==> src/hw/rtl/bgc_pkg.sv <==
// shared types and constants for the button gesture classifier
package bgc_pkg;

    localparam int unsigned NOW_W      = 32;
    localparam int unsigned RECOVERY_W = 16;
    localparam int unsigned COUNT_W    = 4;
    localparam int unsigned IN_DATA_W  = 40;
    localparam int unsigned OUT_DATA_W = 8;

    localparam logic [RECOVERY_W-1:0] RECOVERY_RESET = 16'd250;
    localparam logic [COUNT_W-1:0]    COUNT_MAX      = 4'd15;

    typedef enum logic [2:0] {
        CMD_NOTHING = 3'd0,
        CMD_HOLD    = 3'd1,
        CMD_RELEASE = 3'd2,
        CMD_CLICK   = 3'd3,
        CMD_DOUBLE  = 3'd4
    } cmd_t;

    typedef struct packed {
        logic             read_req;
        logic [NOW_W-1:0] now_ms;
        logic             pin_level;
    } poll_t;

    typedef struct packed {
        cmd_t taken;
        cmd_t command;
    } result_t;

endpackage

==> src/hw/rtl/button_gesture_classifier_core.sv <==
// top level of the button gesture classifier
// Classifies polls of an active-low push button into hold, release, click and
// double click commands. Each input item is one poll (pin level, millisecond
// timestamp, read request) and yields exactly one result item carrying the
// command registered by that poll and the command handed to the reader. An
// item is registered on entry, classified against the gesture state by short
// logic and lands in the output register: one item is taken per cycle while
// the output does not stall, and m_tvalid rises once the item has gone from the
// input register into the output register. The state update loop holds the
// elapsed-time subtract, the 16x4 recovery threshold multiply and the compares,
// all feeding the gesture state register. The input register keeps accepting
// while a result waits, stalling only when both registers are full. The user
// must write recovery_ms (cfg_we/cfg_wdata, reset 250) only when idle, unchecked.
module button_gesture_classifier_core (
    input  logic                           aclk,
    input  logic                           aresetn,
    // configuration
    input  logic                           cfg_we,
    input  logic [bgc_pkg::RECOVERY_W-1:0] cfg_wdata,   // recovery_ms
    // poll items
    input  logic                           s_tvalid,
    output logic                           s_tready,
    input  logic [bgc_pkg::IN_DATA_W-1:0]  s_tdata,     // pin_level, now_ms[31:0], read_req
    // result items
    output logic                           m_tvalid,
    input  logic                           m_tready,
    output logic [bgc_pkg::OUT_DATA_W-1:0] m_tdata      // command[2:0], taken[2:0]
);
    import bgc_pkg::*;

    logic    item_valid;
    poll_t   item;
    logic    up_ready;
    logic    fire;
    result_t result;

    // an item moves through classification when the output slot is free
    assign fire = item_valid && up_ready;

    bgc_in_stage u_in (
        .aclk       (aclk),
        .aresetn    (aresetn),
        .s_tvalid   (s_tvalid),
        .s_tready   (s_tready),
        .s_tdata    (s_tdata),
        .down_ready (up_ready),
        .item_valid (item_valid),
        .item       (item)
    );

    // gesture state lives here and updates once per item
    bgc_classify u_classify (
        .aclk      (aclk),
        .aresetn   (aresetn),
        .cfg_we    (cfg_we),
        .cfg_wdata (cfg_wdata),
        .fire      (fire),
        .item      (item),
        .result    (result)
    );

    bgc_out_stage u_out (
        .aclk     (aclk),
        .aresetn  (aresetn),
        .fire     (fire),
        .result   (result),
        .up_ready (up_ready),
        .m_tvalid (m_tvalid),
        .m_tready (m_tready),
        .m_tdata  (m_tdata)
    );

endmodule

==> src/hw/rtl/bgc_in_stage.sv <==
// input register stage for poll items
module bgc_in_stage (
    input  logic                          aclk,
    input  logic                          aresetn,
    input  logic                          s_tvalid,
    output logic                          s_tready,
    input  logic [bgc_pkg::IN_DATA_W-1:0] s_tdata,
    input  logic                          down_ready,
    output logic                          item_valid,
    output bgc_pkg::poll_t                item
);
    import bgc_pkg::*;

    logic  valid_reg;
    logic  valid_next;
    poll_t item_reg;

    assign s_tready   = !valid_reg || down_ready;
    assign valid_next = s_tready ? s_tvalid : valid_reg;

    always_ff @(posedge aclk) begin
        if (!aresetn) begin
            valid_reg <= 1'b0;
        end else begin
            valid_reg <= valid_next;
        end
    end

    always_ff @(posedge aclk) begin
        if (s_tvalid && s_tready) begin
            item_reg.pin_level <= s_tdata[0];
            item_reg.now_ms    <= s_tdata[NOW_W:1];
            item_reg.read_req  <= s_tdata[NOW_W+1];
        end
    end

    assign item_valid = valid_reg;
    assign item       = item_reg;

endmodule

==> src/hw/rtl/bgc_classify.sv <==
// gesture state and per-poll classification logic
module bgc_classify (
    input  logic                           aclk,
    input  logic                           aresetn,
    input  logic                           cfg_we,
    input  logic [bgc_pkg::RECOVERY_W-1:0] cfg_wdata,
    input  logic                           fire,
    input  bgc_pkg::poll_t                 item,
    output bgc_pkg::result_t               result
);
    import bgc_pkg::*;

    localparam int unsigned THRESH_W = RECOVERY_W + COUNT_W;

    logic [RECOVERY_W-1:0] recovery_reg;
    logic                  was_pressed_reg, was_pressed_next;
    logic [NOW_W-1:0]      press_time_reg, press_time_next;
    logic [COUNT_W-1:0]    click_count_reg, click_count_next;
    cmd_t                  cur_cmd_reg, cur_cmd_next;
    logic                  consumed_reg, consumed_next;

    logic                  pressed;
    logic [NOW_W-1:0]      elapsed;
    logic [THRESH_W-1:0]   thresh;
    logic                  idle;
    logic                  early;
    logic [COUNT_W-1:0]    count_step;
    cmd_t                  taken;

    assign pressed = !item.pin_level;
    assign elapsed = item.now_ms - press_time_reg;
    assign thresh  = {{COUNT_W{1'b0}}, recovery_reg} * {{RECOVERY_W{1'b0}}, click_count_reg};
    assign idle    = !pressed && (elapsed > {{(NOW_W-THRESH_W){1'b0}}, thresh});

    always_comb begin
        click_count_next = click_count_reg;
        cur_cmd_next     = CMD_NOTHING;
        consumed_next    = consumed_reg;
        was_pressed_next = was_pressed_reg;
        press_time_next  = press_time_reg;
        early            = 1'b0;
        count_step       = click_count_reg;
        taken            = CMD_NOTHING;

        // idle long enough: forget clicks, close out a hold
        if (idle) begin
            click_count_next = '0;
            count_step       = '0;
            if (cur_cmd_reg == CMD_HOLD) begin
                cur_cmd_next  = CMD_RELEASE;
                consumed_next = 1'b0;
                early         = 1'b1;
            end
        end

        if (!early) begin
            if (pressed && !was_pressed_reg) begin
                press_time_next = item.now_ms;
                cur_cmd_next    = CMD_HOLD;
                consumed_next   = 1'b0;
            end

            if (!pressed && was_pressed_reg) begin
                if (elapsed < {{(NOW_W-RECOVERY_W){1'b0}}, recovery_reg}) begin
                    consumed_next = 1'b0;
                    if (count_step < COUNT_MAX) begin
                        count_step = count_step + 4'd1;
                    end
                    click_count_next = count_step;
                    if (count_step == 4'd1) begin
                        cur_cmd_next = CMD_CLICK;
                    end else if (count_step == 4'd2) begin
                        cur_cmd_next = CMD_DOUBLE;
                    end
                end
            end else if (pressed && was_pressed_reg) begin
                cur_cmd_next  = CMD_HOLD;
                consumed_next = 1'b0;
            end

            was_pressed_next = pressed;
        end

        // reader takes the command once
        if (item.read_req && !consumed_next) begin
            taken = cur_cmd_next;
        end
        if (item.read_req) begin
            consumed_next = 1'b1;
        end
    end

    always_ff @(posedge aclk) begin
        if (!aresetn) begin
            recovery_reg    <= RECOVERY_RESET;
            was_pressed_reg <= 1'b0;
            press_time_reg  <= '0;
            click_count_reg <= '0;
            cur_cmd_reg     <= CMD_NOTHING;
            consumed_reg    <= 1'b0;
        end else begin
            if (cfg_we) begin
                recovery_reg <= cfg_wdata;
            end
            if (fire) begin
                was_pressed_reg <= was_pressed_next;
                press_time_reg  <= press_time_next;
                click_count_reg <= click_count_next;
                cur_cmd_reg     <= cur_cmd_next;
                consumed_reg    <= consumed_next;
            end
        end
    end

    assign result.command = cur_cmd_next;
    assign result.taken   = taken;

    a_taken_matches: assert property (@(posedge aclk) disable iff (!aresetn)
        (fire && taken != CMD_NOTHING) |-> (taken == cur_cmd_next))
        else $error("taken command differs from registered command");

    a_read_consumes: assert property (@(posedge aclk) disable iff (!aresetn)
        (fire && item.read_req) |=> consumed_reg)
        else $error("read did not set consumed");

    a_release_after_hold: assert property (@(posedge aclk) disable iff (!aresetn)
        (fire && cur_cmd_next == CMD_RELEASE) |-> (cur_cmd_reg == CMD_HOLD))
        else $error("release without a preceding hold");

    a_state_holds: assert property (@(posedge aclk) disable iff (!aresetn)
        !fire |=> ($stable(click_count_reg) && $stable(cur_cmd_reg)))
        else $error("gesture state changed without an item");

endmodule

==> src/hw/rtl/bgc_out_stage.sv <==
// output register stage for result items
module bgc_out_stage (
    input  logic                           aclk,
    input  logic                           aresetn,
    input  logic                           fire,
    input  bgc_pkg::result_t               result,
    output logic                           up_ready,
    output logic                           m_tvalid,
    input  logic                           m_tready,
    output logic [bgc_pkg::OUT_DATA_W-1:0] m_tdata
);
    import bgc_pkg::*;

    logic    valid_reg;
    logic    valid_next;
    result_t data_reg;

    assign up_ready   = !valid_reg || m_tready;
    assign valid_next = fire ? 1'b1 : (m_tready ? 1'b0 : valid_reg);

    always_ff @(posedge aclk) begin
        if (!aresetn) begin
            valid_reg <= 1'b0;
        end else begin
            valid_reg <= valid_next;
        end
    end

    always_ff @(posedge aclk) begin
        if (fire) begin
            data_reg <= result;
        end
    end

    assign m_tvalid = valid_reg;
    assign m_tdata  = {{(OUT_DATA_W-6){1'b0}}, data_reg.taken, data_reg.command};

endmodule

==> config.mk <==
export PLATFORM = sky130hd
export DESIGN_NAME = button_gesture_classifier_core
export DESIGN_NICKNAME = d
export VERILOG_FILES = /design/src/hw/rtl/bgc_pkg.sv /design/src/hw/rtl/button_gesture_classifier_core.sv /design/src/hw/rtl/bgc_in_stage.sv /design/src/hw/rtl/bgc_classify.sv /design/src/hw/rtl/bgc_out_stage.sv
export SDC_FILE = /design/constraint.sdc
export NUM_CORES = 1
export LEC_CHECK = 0
export ABC_AREA = 1
export BUFFER_PORTS_ARGS = -buffer_cell sky130_fd_sc_hd__buf_2
export CORE_AREA = 2 2 138 140
export CTS_BUF_LIST = sky130_fd_sc_hd__clkbuf_8
export DETAILED_ROUTE_END_ITERATION = 6
export DIE_AREA = 0 0 140 142
export PLACE_DENSITY = 0.68
export SLEW_MARGIN = 20
export SYNTH_ARGS = -nofsm -noshare
export SYNTH_HDL_FRONTEND = slang
export SYNTH_SLANG_ARGS = --single-unit
==> constraint.sdc <==
create_clock -name aclk -period 7.4 [get_ports aclk]
set_clock_uncertainty 0.1 [all_clocks]
set_input_delay 1.11 -clock aclk [delete_from_list [all_inputs] [get_ports aclk]]
set_output_delay 1.11 -clock aclk [all_outputs]
set_load 0.03 [all_outputs]
==> impl_metrics.toml, run 1 <==
[power]
combPwrFrac = 0.302
power_w = 0.00141
clkPwrFrac = 0.258
internal-power_w = 0.000912
peakVddDrop_mv = 0.114
seq_power_share = 0.440
p_leak_nw = 5.30
swShare = 0.353
p_sw_w = 0.000497
p_per_area_nw_per_um2 = 145

[worst_setup_path]
slowest_stage = "fa_1"
r2r_slack_ns = 0.64
critPathKind = "reg2reg"
reg2reg_depth = 36
end_kind = "register"
arrival_ns = 6.92
rr_endpoint = "u_out.m_tdata[4]$_SDFFCE_PN0P_"
cp-start-kind = "register"
slowest_delay_ns = 0.58
cp.required_ns = 7.55
worstPathMaxFanout = 11
reg2reg_from = "u_classify.click_count_reg[3]$_SDFFE_PN0P_"

[sta]
rsz0062_at_grt = "false"
max_slew_margin = 0.493
setup_viol = 0
finalSetupTns_ns = 0
fmax_mhz = 148
period_share = 0.914
hold_viol = 0
slew_violations = 0
fin_crit_ns = 6.76
worst_slew_pin_slew_ns = 0.759

[global_route]
grt_overflow = 0
antenna_found_initial = 0
grt_pass1_vias = 7358
grt_use_total = 0.206
grt_max_degree = 63
grt_first_pass_wirelength_mm = 33.2

[logic_synthesis]
synth_ff_type = "dfxtp_1"
yosys_warnings = 0
ys_async_sr_fraction = 0
seq_area_frac_synth = 0.263
ys_types = 42
syn_inst = 1325
mappedNetlistArea_sq_um = 9040
synth_edf_count = 40
ys_ff_latch = 99
avgSynthCellArea_sq_um = 6.83

[layout]
layout.cells.most_common = "nand2_1"
area_growth_pct = 7.58
fin_cells = 1618
fillers = 1849
final_layout_size_suffix_gt1_frac = 0.0918
antenna_cells = 0
layout_common_cells = "nand2_1, inv_1, a21oi_1, ha_1, buf_2"
multiInputGateArea_sq_um = 5300
finalInstanceArea_sq_um = 9730
largest_reg_flops = 34
ff_latch_area_sq_um = 2380
finalNetCount = 1560

[clock_tree]
cts_root_buf = "clkbuf_8"
postCtsSetupBuffers = 0
clockBufferDepth = 2
h-tree-depth = 3
numCtsBuffers = 9
clk_latency_ns = 0.40
path_clk_slew_ns = 0.11
cts_tree = "done"
clock-sinks = 99
ctsHoldBuffers = 0

[routing]
drc = 2
viasPerCell = 4.87
top_layer = "met4"
antenna_left = 0
dr.pass1.iters = 7
wl_met1_mm = 9.57
drt-initial-drc-count = 524
wl_per_cell_microns = 12.1
dr_wl_met2_mm = 8.96
routed_wl_mm = 19.5
vias = 7879
dr_wl_met3_microns = 481

[status]
violations = "DRC"
run_status = "finished, violations left"

[placed_design]
io_buffers = 62
hpwl_mm = 15.6
place_congestion = 0.880
dpl_cell_area_sq_um = 9540
place_inst = 1602

[floorplanning]
initial_utilization = 0.490
die_y_microns = 142
die_w_microns = 140
rows = 50
core_sq_um = 18500
die_area_sq_um = 19900
io_pins = 71

[hold_path]
worstHoldPathCells = 2
hold_path_end = "u_classify.press_time_reg[14]$_SDFFE_PN0P_"
hp-start = "u_classify.press_time_reg[14]$_SDFFE_PN0P_"
min_path_type = "reg2reg"

[job]
drv_cap = 0
==> logic make-up after synthesis <==
group                    share of synthesized area
adder cells (fa/ha/maj)                      0.190
other                                     0.000415
flip-flops                                   0.263
XOR/XNOR                                    0.0339
AO/OA/AOI/OAI                                0.113
buffers and inverters                        0.151
AND/OR/NAND/NOR                              0.248
==> synth_stat cells (3+ instances only) <==
| cell | n | area (sq um) |
|---|---|---|
| nand4_1 | 13 | 81.3 |
| nor2_2 | 10 | 62.6 |
| ha_1 | 91 | 1140 |
| o21ai_0 | 48 | 240 |
| nand3_1 | 42 | 210 |
| a31oi_1 | 3 | 18.8 |
| inv_2 | 6 | 22.5 |
| nand3b_1 | 4 | 30.0 |
| and2_1 | 3 | 18.8 |
| o211ai_1 | 3 | 22.5 |
| o21ai_1 | 18 | 90.1 |
| dfxtp_1 | 59 | 1180 |
| nand2_1 | 364 | 1370 |
| fa_1 | 29 | 581 |
| o21bai_1 | 5 | 37.5 |
| inv_1 | 313 | 1170 |
| nand2_2 | 14 | 87.6 |
| clkbuf_1 | 14 | 52.6 |
| xnor2_1 | 5 | 43.8 |
| nand3_2 | 3 | 30.0 |
| nor2_1 | 58 | 218 |
| edfxtp_1 | 40 | 1200 |
| buf_6 | 7 | 78.8 |
| nor3_1 | 8 | 40.0 |
| a21oi_1 | 108 | 541 |
| nor3b_1 | 3 | 22.5 |
| xor2_1 | 30 | 263 |
==> worst max-delay path by stage <==
stage / from / end / slack [ns] / cells past startpoint
2_1_floorplan: u_classify.click_count_reg[2]$_SDFFE_PN0P_ / u_out.m_tdata[3]$_SDFFCE_PN0P_ / 1.06 / 40
3_3_place_gp: u_classify.click_count_reg[2]$_SDFFE_PN0P_ / u_out.m_tdata[3]$_SDFFCE_PN0P_ / 0.75 / 37
3_5_place_dp: u_classify.click_count_reg[2]$_SDFFE_PN0P_ / u_out.m_tdata[4]$_SDFFCE_PN0P_ / 0.64 / 36
4_1_cts: u_classify.click_count_reg[2]$_SDFFE_PN0P_ / u_out.m_tdata[4]$_SDFFCE_PN0P_ / 0.55 / 36
5_1_grt: u_classify.click_count_reg[3]$_SDFFE_PN0P_ / u_out.m_tdata[4]$_SDFFCE_PN0P_ / 0.02 / 36
6_report: u_classify.click_count_reg[3]$_SDFFE_PN0P_ / u_out.m_tdata[4]$_SDFFCE_PN0P_ / 0.64 / 36
==> power groups by stage <==
stage | registers, W | clock network (W) | logic (W)
2_1_floorplan | 0.000630 | 0 | 0.000324
6_report | 0.000620 | 0.000363 | 0.000426
4_1_cts | 0.000620 | 0.000373 | 0.000428
3_3_place_gp | 0.000632 | 0 | 0.000414
3_5_place_dp | 0.000632 | 0 | 0.000426
5_1_grt | 0.000624 | 0.000390 | 0.000497
==> routing by layer <==
metal,up-vias,GRT usage
met5,-,0
met4,0,0.0803
met3,32,0.0219
met2,119,0.350
met1,3531,0.271
li1,4197,-
==> cell type report <==
| type | count | share of cell area |
|---|---|---|
| well taps | 234 | 0.0301 |
| clock inverters | 7 | 0.00707 |
| multi-input cells | 880 | 0.545 |
| inverters | 322 | 0.124 |
| repair buffers | 67 | 0.0357 |
| flip-flops and latches | 99 | 0.245 |
| clock buffers | 9 | 0.0127 |
==> critical path: cells and delay by family (launching register included) <==
| kind | cells | cell delay (ns) |
|---|---|---|
| simple gates | 14 | 1.32 |
| flops | 1 | 0.56 |
| buf+inv | 5 | 0.43 |
| compound gates | 11 | 2.07 |
| fa+ha+maj | 5 | 1.99 |
| xor+xnor | 1 | 0.15 |
==> stage by stage <==
stage | utilization | hold WS, ns | setup WS (ns)
3_5_place_dp | 0.517 | 0.350 | 0.641
3_3_place_gp | 0.517 | 0.343 | 0.750
5_1_grt | 0.527 | 0.376 | 0.0216
4_1_cts | 0.527 | 0.365 | 0.547
2_1_floorplan | - | 0.333 | 1.06
6_report | 0.527 | 0.361 | 0.635
==> repair_timing <==
item / in CTS / in global routing
resized for setup: 0 / 2
endpoints found under the hold margin: 0 / 0
endpoints found under the setup margin: 0 / 8
(Power assumes the default switching activity.)
==> run 2, diff against run 1 <==
--- a/config.mk
+++ b/config.mk
@@ -7,11 +7,10 @@
 export LEC_CHECK = 0
 export ABC_AREA = 1
 export BUFFER_PORTS_ARGS = -buffer_cell sky130_fd_sc_hd__buf_2
-export CORE_AREA = 2 2 138 140
+export CORE_AREA = 2 2 149 151
 export CTS_BUF_LIST = sky130_fd_sc_hd__clkbuf_8
 export DETAILED_ROUTE_END_ITERATION = 6
-export DIE_AREA = 0 0 140 142
-export PLACE_DENSITY = 0.68
+export DIE_AREA = 0 0 151 153
 export SLEW_MARGIN = 20
 export SYNTH_ARGS = -nofsm -noshare
 export SYNTH_HDL_FRONTEND = slang
==> run 2 against run 1 <==
- the flow now finishes without violations
- wire length increased by 1.5%
- register-to-register slack improved by 0.14 ns
- combinational power about the same
- fmax increased by 2.2%
==> impl_metrics.toml, run 2 (synthesis gave the netlist of run 1 again) <==
[routing]
routed_wl_mm = 19.8
drt-initial-drc-count = 355
dr.pass1.iters = 5
drc = 0
vias = 7812
wl_per_cell_microns = 11.9
dr_wl_met2_mm = 9.05
antenna_left = 0
dr_wl_met3_microns = 599
top_layer = "met4"
wl_met1_mm = 9.79
viasPerCell = 4.70

[worst_setup_path]
critPathKind = "reg2reg"
arrival_ns = 6.69
cp-start-kind = "register"
cp.required_ns = 7.47
end_kind = "register"
worstPathMaxFanout = 20
r2r_slack_ns = 0.78
slowest_stage = "fa_1"
slowest_delay_ns = 0.57
crit_top_cell = "nand2_1"

[clock_tree]
postCtsSetupBuffers = 0
clock-sinks = 99
cts_root_buf = "clkbuf_8"
path_clk_slew_ns = 0.11
numCtsBuffers = 9
clk_latency_ns = 0.40
cts_tree = "done"
clockBufferDepth = 2
h-tree-depth = 3

[layout]
fin_cells = 1663
area_growth_pct = 7.93
final_layout_size_suffix_gt1_frac = 0.0911
fillers = 2263
layout_common_cells = "nand2_1, inv_1, a21oi_1, ha_1, buf_2"
largest_reg_flops = 34
layout.cells.most_common = "nand2_1"
multiInputGateArea_sq_um = 5300
ff_latch_area_sq_um = 2390
antenna_cells = 0
fin_util = 0.454
finalNetCount = 1559

[sta]
max_slew_margin = 0.494
fin_crit_ns = 6.62
fmax_mhz = 151
rsz0062_at_grt = "false"
period_share = 0.895
finalSetupTns_ns = 0
hold_viol = 0
slew_violations = 0
worst_slew_pin_slew_ns = 0.758
setup_viol = 0

[placed_design]
io_buffers = 62
hpwl_mm = 16.1
place_inst = 1647
place_congestion = 0.893

[global_route]
grt_max_degree = 63
grt_pass1_vias = 7458
grt_overflow = 0
antenna_found_initial = 0
grt_first_pass_wirelength_mm = 34.3
grt_use_total = 0.183

[floorplanning]
io_pins = 71
initial_utilization = 0.421
die_y_microns = 153
die_area_sq_um = 23100
rows = 54
die_w_microns = 151
core_sq_um = 21500

[job]
drv_cap = 0

[power]
p_per_area_nw_per_um2 = 141
p_leak_nw = 5.28
peakVddDrop_mv = 0.0797

[status]
run_status = "finished, final reports clean"

[hold_path]
min_path_type = "reg2reg"
==> run 2: cell types whose count changed in the layout (fill, tap and decap cells not counted), sizes merged <==
cell      delta
clkinv       -2
clkinvlp     +2
buf          -1
bufinv       -1
inv          +1
==> run 2: cell type report <==
class,count,share of cell area
clock buffers,9,0.0127
clock inverters,7,0.00474
inverters,322,0.124
multi-input cells,880,0.543
flip-flops and latches,99,0.245
well taps,280,0.0359
repair buffers,66,0.0349
==> run 2: path summary, 6_finish.rpt <==
| path | from | endpoint | depth (start not counted) |
|---|---|---|---|
| hold reg to reg | u_classify.press_time_reg[20]$_SDFFE_PN0P_ | u_classify.press_time_reg[20]$_SDFFE_PN0P_ | 2 |
| hold / removal | u_classify.press_time_reg[20]$_SDFFE_PN0P_ | u_classify.press_time_reg[20]$_SDFFE_PN0P_ | 2 |
| setup reg to reg | u_classify.click_count_reg[3]$_SDFFE_PN0P_ | u_out.m_tdata[3]$_SDFFCE_PN0P_ | 37 |
| setup / recovery | u_classify.click_count_reg[3]$_SDFFE_PN0P_ | u_out.m_tdata[3]$_SDFFCE_PN0P_ | 37 |
==> run 2: per-layer routing <==
metal | track usage | vias up
met3 | 0.0266 | 25
li1 | - | 4197
met2 | 0.306 | 116
met5 | 0 | -
met1 | 0.245 | 3474
met4 | 0.0534 | 0
==> run 2: what timing repair did <==
action | in CTS | in global routing
gates resized for setup | 0 | 4
setup endpoints to repair | 0 | 28
hold buffers | 0 | 0
==> run 2: critical path, delay by kind of cell (launching register included) <==
| kind | cells | cell delay, ns |
|---|---|---|
| xor+xnor | 1 | 0.16 |
| flops | 1 | 0.50 |
| compound gates | 10 | 1.90 |
| fa+ha+maj | 5 | 1.96 |
| buf+inv | 5 | 0.43 |
| simple gates | 16 | 1.34 |
==> run 2: metrics by stage <==
step	hold slack, ns	total power (W)	cell area (sq um)	setup slack (ns)
after global routing	0.381	0.00149	9760	0.146
after CTS	0.366	0.00139	9760	0.397
after floorplan	0.333	0.000954	9050	1.06
after detailed placement	0.351	0.00106	9590	0.429
final	0.360	0.00137	9760	0.778
after global placement	0.343	0.00105	9590	0.491
==> run 2: power breakdown <==
part	internal, W	switching [W]	total (W)
logic	0.000156	0.000272	0.000427
clock network	0.000122	0.000206	0.000328
registers	0.000599	0.0000197	0.000619
==> run 3, diff against run 2 <==
--- a/config.mk
+++ b/config.mk
@@ -5,13 +5,13 @@
 export SDC_FILE = /design/constraint.sdc
 export NUM_CORES = 1
 export LEC_CHECK = 0
-export ABC_AREA = 1
 export BUFFER_PORTS_ARGS = -buffer_cell sky130_fd_sc_hd__buf_2
-export CORE_AREA = 2 2 149 151
+export CORE_AREA = 2 2 143 145
 export CTS_BUF_LIST = sky130_fd_sc_hd__clkbuf_8
 export DETAILED_ROUTE_END_ITERATION = 6
-export DIE_AREA = 0 0 151 153
-export SLEW_MARGIN = 20
+export DIE_AREA = 0 0 145 147
+export SLEW_MARGIN = 5
 export SYNTH_ARGS = -nofsm -noshare
 export SYNTH_HDL_FRONTEND = slang
+export SYNTH_HIERARCHICAL = 1
 export SYNTH_SLANG_ARGS = --single-unit
==> run 3 against run 2 <==
- via count fell by 14%
- non-clock buffer count rose by 5
- die area fell by 7.7%
- largest power group unchanged
==> impl_metrics.toml, run 3 <==
[status]
run_status = "finished, final reports clean"

[logic_synthesis]
synth-compound-area-share = 0.185
synth_simple_gate_area_frac = 0.199
synth_xor_area_frac = 0.0366
synth_mux_area_frac = 0.0157
ys_async_sr_fraction = 0
mappedNetlistArea_sq_um = 8380
yosysMostFrequentCell = "nand2_1"
ys_ff_latch = 98
synth_commonest_cells = "nand2_1, inv_1, ha_1"
ys_types = 73
avgSynthCellArea_sq_um = 8.40
synth.area.top_cells = "edfxtp_1, ha_1, dfxtp_1"
synthAdderAreaFrac = 0.208
synth_ff_type = "dfxtp_1"
seq_area_frac_synth = 0.282
yosys_warnings = 6
syn_inst = 997
synth_top_family_by_area = "adder cells"
synth_edf_count = 40
synth_largest_area_cell = "edfxtp_1"
netlist.area_leader.share = 0.143

[routing]
drt-initial-drc-count = 406
wl_per_cell_microns = 14.3
dr.pass1.iters = 5
routed_wl_mm = 18.8
viasPerCell = 5.13
vias = 6750
drc = 0
antenna_left = 0

[sta]
hold_viol = 0
fin_crit_ns = 6.81
hold_ws_ns = 0.356
max_slew_margin = 0.567
worst_slew_pin_slew_ns = 0.649
fmax_mhz = 147
rsz0062_at_grt = "false"
finalSetupTns_ns = 0
setup_viol = 0
slew_violations = 0
period_share = 0.920

[clock_tree]
path_clk_slew_ns = 0.10
cts_resized = 0
postCtsSetupBuffers = 0
clock-sinks = 98
clk_latency_ns = 0.39
numCtsBuffers = 9
h-tree-depth = 3
ctsHoldBuffers = 0
cts_root_buf = "clkbuf_8"
clockBufferDepth = 2
cts_tree = "done"

[layout]
finalNetCount = 1224
antenna_cells = 0
largest_reg_flops = 34
layout_common_cells = "nand2_1, inv_1, ha_1, a21oi_1, buf_2"
final_layout_size_suffix_gt1_frac = 0.106
layout.cells.most_common = "nand2_1"
area_growth_pct = 9.23

[hold_path]
min_path_type = "reg2reg"
hold_path_end = "u_classify/press_time_reg[15]$_SDFFE_PN0P_"
hp-start = "u_classify/press_time_reg[15]$_SDFFE_PN0P_"
worstHoldPathCells = 2

[power]
combPwrFrac = 0.248
p_leak_nw = 3.93
clkPwrFrac = 0.285
peakVddDrop_mv = 0.0908
seq_power_share = 0.467
swShare = 0.319
p_per_area_nw_per_um2 = 142
internal-power_w = 0.000887
p_sw_w = 0.000416

[floorplanning]
die_y_microns = 147
io_pins = 71
core_sq_um = 19800
die_w_microns = 145
die_area_sq_um = 21300
rows = 52
initial_utilization = 0.422

[worst_setup_path]
slowest_stage = "fa_1"
arrival_ns = 6.85
r2r_slack_ns = 0.59
cp.required_ns = 7.44
reg2reg_depth = 32
cp-start-kind = "register"
critPathKind = "reg2reg"
crit_top_cell = "a21oi_1"
slowest_delay_ns = 0.54
worstPathMaxFanout = 5
end_kind = "register"
reg2reg_from = "u_classify/recovery_reg[1]$_SDFFE_PN1P_"
rr_endpoint = "u_out/m_tdata[3]$_DFFE_PP_"

[placed_design]
place_congestion = 0.855
io_buffers = 62
hpwl_mm = 14.5

[global_route]
grt_max_degree = 43
grt_overflow = 0
grt_first_pass_wirelength_mm = 31.7
grt_use_total = 0.182
grt_pass1_vias = 6457
antenna_found_initial = 0

[job]
drv_cap = 0
[run 3: worst max-delay path: cells and delay by family (launching register included)]
family / cells / cell delay (ns)
AO/OA/AOI/OAI: 14 / 2.70
XOR/XNOR: 1 / 0.14
adder cells (fa/ha/maj): 5 / 1.89
buffers and inverters: 4 / 0.36
flip-flops: 1 / 0.37
AND/OR/NAND/NOR: 8 / 0.99
[run 3: worst max path at each step]
stage	startpoint	to	slack, ns
5_1_grt	u_classify/recovery_reg[1]$_SDFFE_PN1P_	u_out/m_tdata[5]$_DFFE_PP_	0.01
6_report	u_classify/recovery_reg[1]$_SDFFE_PN1P_	u_out/m_tdata[3]$_DFFE_PP_	0.59
3_3_place_gp	u_classify/click_count_reg[1]$_SDFFE_PN0P_	u_out/m_tdata[3]$_DFFE_PP_	0.48
4_1_cts	u_classify/click_count_reg[1]$_SDFFE_PN0P_	u_out/m_tdata[5]$_DFFE_PP_	0.42
3_5_place_dp	u_classify/click_count_reg[1]$_SDFFE_PN0P_	u_out/m_tdata[3]$_DFFE_PP_	0.49
2_1_floorplan	u_classify/click_count_reg[3]$_SDFFE_PN0P_	u_out/m_tdata[5]$_DFFE_PP_	0.86
[run 3: area by class of cell]
class / instances / area, sq um
clock buffer: 10 / 138
sequential: 98 / 2360
clock inverter: 6 / 65.1
timing repair buffer: 71 / 378
multi-input combinational: 739 / 5410
inverter: 122 / 458
tap: 270 / 338
fill: 1988 / 10700
[run 3: cells by family after synthesis]
family	count (synthesis)
other cells	1
mux	13
fa+ha+maj	122
compound gates	235
flops	98
xor+xnor	35
buf+inv	161
simple gates	332
[run 3: power groups by stage]
stage                     registers [W]  clock network, W  logic, W
after detailed placement       0.000622                 0  0.000320
final                          0.000609          0.000371  0.000323
after CTS                      0.000610          0.000386  0.000321
after floorplan                0.000617                 0  0.000238
after global routing           0.000613          0.000407  0.000367
after global placement         0.000622                 0  0.000316
[run 3: routing by layer]
metal,GRT usage,routed length [microns]
met2,0.281,8200
met1,0.263,9760
met5,0,0
met4,0.0574,308
met3,0.0258,543
[run 3: metrics by stage]
| step | instance area (sq um) | utilization | std cells | total power, W | setup slack (ns) |
|---|---|---|---|---|---|
| 2_1_floorplan | 8380 | - | 998 | 0.000855 | 0.863 |
| 3_3_place_gp | 8940 | 0.451 | 1300 | 0.000938 | 0.476 |
| 3_5_place_dp | 8940 | 0.451 | 1300 | 0.000942 | 0.485 |
| 4_1_cts | 9150 | 0.461 | 1316 | 0.00132 | 0.421 |
| 5_1_grt | 9150 | 0.461 | 1316 | 0.00139 | 0.0109 |
| 6_report | 9150 | 0.461 | 1316 | 0.00130 | 0.590 |
